### src/rtl/aatb_ram.sv
module aatb_ram #(
	parameter int WIDTH = 8,
	parameter int DEPTH = 256
) (
	input  logic                     clk,
	input  logic                     we,
	input  logic [$clog2(DEPTH)-1:0] waddr,
	input  logic [WIDTH-1:0]         wdata,
	input  logic [$clog2(DEPTH)-1:0] raddr,
	output logic [WIDTH-1:0]         rdata
);

	logic [WIDTH-1:0] mem [DEPTH];

	// write one word, read one word registered
	always_ff @(posedge clk) begin
		if (we) begin
			mem[waddr] <= wdata;
		end
		rdata <= mem[raddr];
	end

endmodule

### config.mk
export PLATFORM = sky130hd
export DESIGN_NAME = aatb_ram
export DESIGN_NICKNAME = d
export VERILOG_FILES = /design/src/rtl/aatb_ram.sv
export SDC_FILE = /design/constraint.sdc
export NUM_CORES = 2
export LEC_CHECK = 0
export ABC_AREA = 1
export BUFFER_PORTS_ARGS = -buffer_cell sky130_fd_sc_hd__buf_2
export CAP_MARGIN = 10
export CORE_ASPECT_RATIO = 2
export CORE_UTILIZATION = 40
export CTS_CLUSTER_DIAMETER = 30
export DETAILED_ROUTE_END_ITERATION = 7
export PLACE_DENSITY = 0.52
export SLEW_MARGIN = 20
export SYNTH_ARGS = -nofsm -noshare
export SYNTH_HDL_FRONTEND = slang
export SYNTH_SLANG_ARGS = --single-unit
### constraint.sdc
create_clock -name clk -period 4.7 [get_ports clk]
set_input_delay 0 -clock clk [delete_from_list [all_inputs] [get_ports clk]]
set_output_delay 0 -clock clk [all_outputs]
set_load 0.05 [all_outputs]
# Word level (Yosys, flattened, before mapping)
# Memory sizes are Yosys's and may differ from the RTL's. A register that Yosys moved wholly into a read port is not among the register bits.
# Index checks and enable logic that the tools add are counted.
[totals] mem_bits_rw=2048 reg_bits=0 inputBits=26 out_inout_bits=8 word_cells=3 memories=1
[op_classes] mux=2
[memory_table] name="mem" words=256 width=8 read_ports=1 rd_clocked_by_memory_dff=1 write_ports=1 line="13" rtl="logic [WIDTH-1:0] mem [DEPTH];"
[op_table] operator="$mux W1" n=2

# Depth between registers and ports, before layout
[depth] depth_word=2 mapped_depth=15 mapped_depth_nobuf=11

# Least setup slack after synthesis
# Ideal clock, no wire load.
[synth_path] kind="input to register" start="input port we" end="memory mem[162][0] (enable)" n_path_buf=2 setup_slack_ps=3209 setup_ps=370 t_required_ps=4330 stages=4 t_arrival_ps=1121 cell_sequence="clkbuf_1 -> nand3_1 -> clkbuf_1 -> nor2_1"
[synth_between] elab_chain_cells=2
[synth_rtl] item="start, declared" line="6" rtl="input logic we,"
[synth_rtl] item="$mux W1" line="17" rtl="if (we) begin"
[synth_rtl] item="$mux W1 (implied by the code)" line="18" rtl="mem[waddr] <= wdata;"
[synth_rtl] item="end, declared" line="13"
# No other way between the ends.

==> results.sh <==
export IMPL_rows=236
export IMPL_via_count=53877
export IMPL_dp_cells=9385
export IMPL_drive_gt1_share_pct=7.346
export IMPL_syn_area_um2=83400
export IMPL_routedWlPerCell_um=26.27
export IMPL_final_cells=9837
export IMPL_multi_input_comb_area_um2=19150
export IMPL_fin_skew_ps=38.22
export IMPL_grt_max_degree=176
export IMPL_die_y_um=647.7
export IMPL_period_share_pct=72.57
export IMPL_dieArea_um2=210400
export IMPL_yosysUniqueCellTypes=14
export IMPL_synthFlopType="edfxtp_1"
export IMPL_slowest_delay_ps=580
export IMPL_fin_nets=6930
export IMPL_worst_setup_path_start_kind="primary input"
export IMPL_cts_tree="done"
export IMPL_synth_edf_count=2048
export IMPL_irDropWorstVdd_mv=0.3383
export IMPL_fillers=18793
export IMPL_die_x_um=324.9
export IMPL_crit_arrival_ps=4190
export IMPL_cts_setup_buffers=0
export IMPL_clk_pin_slew_worst_paths_ps=70
export IMPL_hold_viol=0
export IMPL_synth_most_common_cell="nand2_1"
export IMPL_cp_cell_sequence="buf_8 > inv_16 > buf_12 > nand2_1 > nand3_1 > nand3_1 > nand3_1 > nand3_1 > nand3_1 > nand3_1 > nand2_1 > nand2_1 > dlygate4sd3_1 > nand2_1 > dlygate4sd3_1"
export IMPL_grt_pass1_vias=53594
export IMPL_ff_latch_area_um2=61660
export IMPL_min_period_ps=3411
export IMPL_ios=34
export IMPL_yosysTopAreaCell="edfxtp_1"
export IMPL_critPathSlowestCell="dlygate4sd3_1"
export IMPL_synth_area_top_cells="edfxtp_1, nand3_1, nand2_1"
export IMPL_yosysWarnings=0
export IMPL_synth_top_area_share_pct=73.74
export IMPL_numClockSinks=2056
export IMPL_relSlewSlack_pct=22.36
export IMPL_max_cap_violations=0
export IMPL_drc=0
export IMPL_path_max_fanout=163
export IMPL_cts_buffers=233
export IMPL_rsz0062_at_grt="no"
export IMPL_h_tree_depth=4
export IMPL_path_class="primary input to register"
export IMPL_hold_path_class="primary input to register"
export IMPL_critPathRequiredTime_ps=5480
export IMPL_worst_pin_slew_ps=1160
export IMPL_cp_common_cell="nand3_1"
export IMPL_ant_nets=0
export IMPL_antenna_found_initial=8
export IMPL_cts_buffer_depth=4
export IMPL_numPortBuffers=33
export IMPL_area_growth_synth_to_final_pct=12.77
export IMPL_seq_area_frac_synth_pct=73.94
export IMPL_first_pass_iters=5
export IMPL_drv_slew=0
export IMPL_p_leak_nw=32.25
export IMPL_hold_buffers=21
export IMPL_yosys_top_cells_count="nand2_1, edfxtp_1, nand3_1"
export IMPL_syn_avg_cell_area_um2=11.91
export IMPL_cts_root_buf="clkbuf_16"
export IMPL_gr_total_overflow=0
export IMPL_routed_via_density=5.477
export IMPL_grt_usage_pct=24.27
export IMPL_hold_slack_ps=76.08
export IMPL_setup_viol=0
export IMPL_status="completed"
export IMPL_cts_resized=0
export IMPL_fin_tns_setup_ps=0
export IMPL_syn_num_nets=7029
export IMPL_dr_first_iter_drc_count=4328
export IMPL_hpwlAfterDp_um=151000
export IMPL_grt_pass1_wl_um=373200
export IMPL_p_per_area_nw_per_um2=440.9
export IMPL_clock_latency_ps=890
export IMPL_synth_seq_cells=2056
export IMPL_core_area_um2=207000
export IMPL_syn_inst=7003
export IMPL_postSynth_asyncResetShare_pct=0
export IMPL_initial_utilization_pct=40.29
export IMPL_drt_wl_total_um=258400
export IMPL_cp_end_kind="register"
export IMPL_globalplace_congestion=0.8701
export IMPL_fmax_ghz=0.2932
per-stage QoR:
stage / power, mW / cell area [um^2] / setup WS, ps / util (%)
6_report: 41.47 / 94040 / 1289 / 45.43
5_1_grt: 42.48 / 94040 / 1297 / 45.43
4_1_cts: 41.70 / 94020 / 1549 / 45.42
3_5_place_dp: 23.07 / 85890 / 1442 / 41.50
3_3_place_gp: 23.06 / 85890 / 1405 / 41.49
2_1_floorplan: 21.89 / 83400 / 3209 / -
cells by family after synthesis:
| group | count (synthesis) | synth area share [%] |
|---|---|---|
| buffers and inverters | 522 | 3.119 |
| flip-flops | 2056 | 73.94 |
| AND/OR/NAND/NOR | 4425 | 22.95 |
placed cells by master, fill, tap and decap left out, drive strengths merged:
cell type and n:
nand2 2123, edfxtp 2048, nand3 2019, nor2 283, clkbuf 261, buf 128, inv 80, clkinv 62
bufinv 30, clkinvlp 29, dlygate4sd3 21, diode 8, dfxtp 8
state kept, by name, summed over array words and instances, names as in the netlist:
name / flops
mem: 2048
rdata: 8
critical path, delay by kind of cell:
family,cells,cell delay (ps)
and+or+nand+nor,10,1750
buffers and inverters,5,2140
per-layer routing:
layer / vias to the layer above / GRT usage (%) / wire, um
li1: 24708 / - / -
met5: - / 0 / 0
met4: 0 / 15.40 / 17720
met3: 574 / 2.784 / 11920
met2: 1688 / 45.03 / 138300
met1: 26907 / 26.03 / 90430
cell type report:
class / instances / area share (%)
timing repair buffer: 149 / 1.796
clock inverter: 162 / 2.030
tap: 2737 / 3.641
clock buffer: 261 / 6.390
antenna: 8 / 0.02129
sequential: 2056 / 65.57
multi-input combinational: 4425 / 20.36
inverter: 39 / 0.1916
power breakdown:
| group | leakage (nW) | switching [mW] | internal [mW] |
|---|---|---|---|
| registers | 18.5 | 0.0317 | 20.2 |
| clock network | 3.79 | 7.80 | 11.0 |
| logic | 9.98 | 1.89 | 0.542 |
path summary, 6_finish.rpt:
kind                            depth (start not counted)  slack [ps]        to   startpoint
worst max register to register                         12        1440  rdata[0]  mem[151][0]
worst min-delay path                                    7          80  rdata[4]     raddr[4]
worst max-delay path                                   15        1290  rdata[0]     raddr[0]
worst min register to register                         10        1000  rdata[2]   mem[32][2]
Power figures use the tool's default switching activity.
