## config.mk

```make
export PLATFORM = sky130hd
export DESIGN_NAME = aatb_alu
export DESIGN_NICKNAME = d
export VERILOG_FILES = /design/src/rtl/aatb_pkg.sv /design/src/rtl/aatb_alu.sv
export SDC_FILE = /design/constraint.sdc
export NUM_CORES = 1
export LEC_CHECK = 0
export ABC_AREA = 1
export ABC_CLOCK_PERIOD_IN_PS = 5100
export BUFFER_PORTS_ARGS = -buffer_cell sky130_fd_sc_hd__buf_4
export CORE_MARGIN = 2
export CORE_UTILIZATION = 56
export DETAILED_ROUTE_END_ITERATION = 16
export PLACE_DENSITY = 0.95
export SYNTH_ARGS = -nofsm -noshare
export SYNTH_HDL_FRONTEND = slang
export SYNTH_SLANG_ARGS = --single-unit
```

## constraint.sdc

```tcl
create_clock -name vclk -period 5.1
set_input_delay 0.51 -clock vclk [all_inputs]
set_output_delay 0.51 -clock vclk [all_outputs]
set_load 0.1 [all_outputs]
```

## src/rtl/aatb_pkg.sv

```systemverilog
package aatb_pkg;

	localparam int TABLE_CAP = 256;
	localparam int TIDX_W    = 8;
	localparam int TCNT_W    = 9;
	localparam int FREQ_W    = 13;
	localparam int CUT_W     = 16;
	localparam int ALU_W     = FREQ_W + TIDX_W;
	localparam int AB_MAX    = 8;

	localparam int DEF_MAX_SYMBOLS = 256;
	localparam int DEF_RANGE_BITS  = 12;

	localparam logic [1:0] OP_LOAD  = 2'd0;
	localparam logic [1:0] OP_BUILD = 2'd1;
	localparam logic [1:0] OP_READ  = 2'd2;

	localparam logic [2:0] ST_OK       = 3'd0;
	localparam logic [2:0] ST_TOO_MANY = 3'd1;
	localparam logic [2:0] ST_SUM      = 3'd2;
	localparam logic [2:0] ST_TWO_FULL = 3'd3;
	localparam logic [2:0] ST_NO_UNDER = 3'd4;

	localparam logic [0:0] REG_ALPHABET_BITS = 1'd0;

	// committed table entry
	typedef struct packed {
		logic [7:0]        cutoff;
		logic [7:0]        right;
		logic [15:0]       offset;
		logic [FREQ_W-1:0] freq0;
		logic [FREQ_W-1:0] fxor;
	} entry_t;

	// working entry used while pairing buckets
	typedef struct packed {
		logic [CUT_W-1:0]  cut;
		logic [7:0]        right;
		logic [15:0]       offset;
		logic [FREQ_W-1:0] freq0;
	} work_t;

	// request to the shared adder: y = a + b - c
	typedef struct packed {
		logic [ALU_W-1:0] a;
		logic [ALU_W-1:0] b;
		logic [ALU_W-1:0] c;
	} alu_req_t;

endpackage

```

## src/rtl/aatb_alu.sv

```systemverilog
module aatb_alu (
	input  aatb_pkg::alu_req_t         req,
	output logic [aatb_pkg::ALU_W-1:0] y
);

	import aatb_pkg::*;

	// add two operands and take off a third
	assign y = req.a + req.b - req.c;

endmodule

```

# Word level (Yosys, flattened, before mapping)
# Index checks and enable logic that the tools add are counted.
# word_totals
output_inout_bits	21
word_cells	2
reg_bits	0
# op_classes
addsub	2
# op_table
op	n
$add A21 B21 Y21	1
$sub A21 B21 Y21	1

# Logic depth before layout (Yosys ltp)
# depth
word_depth	2
mapped_depth	15
ltp_nobuf	15

# Worst setup path before layout
# OpenSTA, ideal clock, no wires.
# synth_timing
path_kind	input -> output
startpoint	in req[22] in the netlist's numbering
endpoint	out y[6] in the netlist's numbering
t_arrival_ps	3411
cell_stages	6
required_ps	4590
setup_slack_ps	1179
path_buffers	0
cell_sequence	inv_1 > fa_1 > fa_1 > nor3_1 > nor2_1 > xnor2_1
# synth_via
elab_chain_len	2
# synth_lines
element	line_no	source
start, declared	aatb_alu.sv:2	input aatb_pkg::alu_req_t req,
$add A21 B21 Y21	aatb_alu.sv:9	assign y = req.a + req.b - req.c;
$sub A21 B21 Y21	aatb_alu.sv:9	
end, declared	aatb_alu.sv:3	output logic [aatb_pkg::ALU_W-1:0] y
# Every way passes these cells.

# Final worst setup path
# layout_timing
startpoint	in req[0] in the netlist's numbering
endpoint	out y[16] in the netlist's numbering
# layout_via
elab_chain_len	1
# layout_lines
element	line_no
$sub A21 B21 Y21	aatb_alu.sv:9
# Every way passes these cells.

==> reports/qor.yml <==
floorplanning:
  design.core.area_um2: 3610
  die_w_um: 64.7
  die_y_um: 64.7
  ios: 84
  std_cell_rows: 22
  dieArea_um2: 4190
  initial_utilization: 0.572
timing:
  grt_setup_unrepaired: "no"
  fin_crit_sh: 0.640
  fin_crit_ns: 3.26
  tns_ns: 0
  hold_violations: 0
  report.final.slew_viol_count: 0
  slew_headroom: 0.816
  fmax_ghz: 0.307
  holdWs_ns: 1.52
  finalSetupViolations: 0
  worstMarginPinSlew_ns: 0.274
logic_synthesis:
  ys_warn_count: 0
  ys_types: 21
  synthCells: 367
  synth_top_area_share: 0.227
  synth.most_common_cell: "inv_1"
  yosysTopAreaCell: "inv_1"
  synth_area_leaders: "inv_1, nand2_1, fa_1, ha_1, nand3_1"
  netlist_top_cells_count: "inv_1, nand2_1, nor2_1"
  syn_nets: 471
  syn_area_per_cell_um2: 5.62
  ys_seq_area_frac: 0
  syn_area_um2: 2060
worst_setup_path:
  crit_path_max_fanout: 3
  critPathCaptureType: "primary output"
  critical_path.slowest_cell: "fa_1"
  crit_arrival_ns: 2.75
  critPathTopFamily: "adder cells"
  path_common_cell: "nand2_1"
  critical-path-max-stage-delay_ns: 0.43
  critPathKind: "input port to primary output"
  cp-endpoint: "y[16]"
  cp_cell_sequence: "buf_4 -> ha_1 -> inv_1 -> ha_1 -> inv_1 -> fa_1 -> inv_1 -> nand3_1 -> nand3_1 -> nand2_1 -> nand3_1 -> nand2_1 -> nand2_1 -> nand2_1 -> nand2_1 -> buf_4"
  required_ns: 4.59
  critPathBufInv: 5
  cp-start-kind: "input port"
  path_depth: 16
  cp-startpoint: "req[0]"
pwr:
  intPower_w: 0.000267
  worst_ir_drop_vdd_uv: 324
  clkPwrFrac: 0
  power.density_nw_per_um2: 394
  switching_share: 0.754
  sequentialPowerShare: 0
  p_sw_w: 0.000819
  p_comb_frac: 1.000
  p_leak_nw: 1.83
global_routing:
  antenna_found_initial: 0
  grt_use_total: 0.253
  grt-ovfl-total: 0
  grt_pass1_wl_um: 8740
  grt_pass1_vias: 2313
  grt_max_degree: 7
cts:
  post-cts-setup-buffers: 0
  postCtsHoldBufs: 0
  cts_resized: 0
routing:
  wl_per_cell_um: 9.99
  ant_nets: 0
  vias: 2382
  drtIter0Drc: 110
  firstDrtPassIters: 5
  drcViolationCount: 0
  wl_um: 4990
  viasPerCell: 4.77
placed_design:
  port_buffers: 84
  gp_congestion: 0.839
  place_inst: 499
  place_hpwl_um: 4540
run:
  maxCapViolCount: 0
layout:
  seqCellArea_um2: 0
  seq_cells: 0
  drive_above_1_share: 0.215
  area_growth_pct: 33.5
  n_clock_buffer: 0
  multi_input_comb_area_um2: 1590
  layout.nets: 557
  fillers: 317
  diodes: 0
  instances_no_fill: 499
status:
  status: "complete, no violations"
worst_hold_path:
  hold_path.class: "input port to primary output"
[power by group through the flow]
| stage | registers, W | clock network [W] | logic [W] |
|---|---|---|---|
| floorplan | 0 | 0 | 0.000857 |
| global route | 0 | 0 | 0.00116 |
| finish | 0 | 0 | 0.00109 |
| global placement | 0 | 0 | 0.00107 |
| CTS | 0 | 0 | 0.00109 |
| detailed placement | 0 | 0 | 0.00108 |
[area by class of cell]
cell class,count,area share
Multi-Input combinational cell,242,0.579
Timing Repair Buffer,84,0.229
Tap cell,48,0.0218
Inverter,125,0.170
[cells in the final DEF, fill, tap and decap left out]
| cell | Yosys | layout |
|---|---|---|
| a21oi_1 | 12 | 12 |
| and2_1 | 1 | 1 |
| and2_4 | 1 | 1 |
| buf_4 | 0 | 84 |
| fa_1 | 20 | 20 |
| ha_1 | 21 | 21 |
| inv_1 | 125 | 125 |
| nand2_1 | 107 | 107 |
| nand2_2 | 7 | 7 |
| nand2b_1 | 1 | 1 |
| nand3_1 | 21 | 21 |
| nand3_2 | 1 | 1 |
| nand4_1 | 2 | 2 |
| nor2_1 | 23 | 23 |
| nor2_2 | 2 | 2 |
| nor2_4 | 1 | 1 |
| nor3_1 | 5 | 5 |
| nor3_2 | 1 | 1 |
| o21ai_1 | 1 | 1 |
| o21bai_1 | 4 | 4 |
| xnor2_1 | 4 | 4 |
| xor2_1 | 7 | 7 |
[logic make-up after synthesis]
family,share of synthesized area
simple gates,0.358
fa+ha+maj,0.321
compound gates,0.0461
buf+inv,0.227
xor+xnor,0.0467
[through the flow]
step / power, W / util / cell area (um2) / setup slack [ns]
floorplan: 0.000857 / - / 2060 / 1.18
global placement: 0.00107 / 0.764 / 2750 / 1.91
detailed placement: 0.00108 / 0.764 / 2750 / 1.87
CTS: 0.00109 / 0.764 / 2750 / 1.86
global route: 0.00116 / 0.764 / 2750 / 1.67
finish: 0.00109 / 0.764 / 2750 / 1.84
[worst min-delay path: cells and delay by family]
kind	cells	cell delay (ns)
buffers and inverters	2	0.36
adder cells (fa/ha/maj)	1	0.13
[worst min path at each step]
| stage | cells past startpoint | endpoint | from |
|---|---|---|---|
| floorplan | 1 | y[0] | req[21] |
| global placement | 3 | y[0] | req[21] |
| detailed placement | 3 | y[0] | req[21] |
| CTS | 3 | y[0] | req[21] |
| global route | 3 | y[0] | req[21] |
| finish | 3 | y[0] | req[21] |
[metal layers]
layer / vias to the layer above / share of wire / GRT usage / routed length (um)
li1: 1227 / - / - / -
met1: 1056 / 0.41 / 0.296 / 2040
met2: 95 / 0.52 / 0.512 / 2610
met3: 4 / 0.059 / 0.0104 / 294
met4: 0 / 0.010 / 0.0293 / 50
met5: - / 0 / 0 / 0
Note: power is estimated with default switching activity, not from simulation.
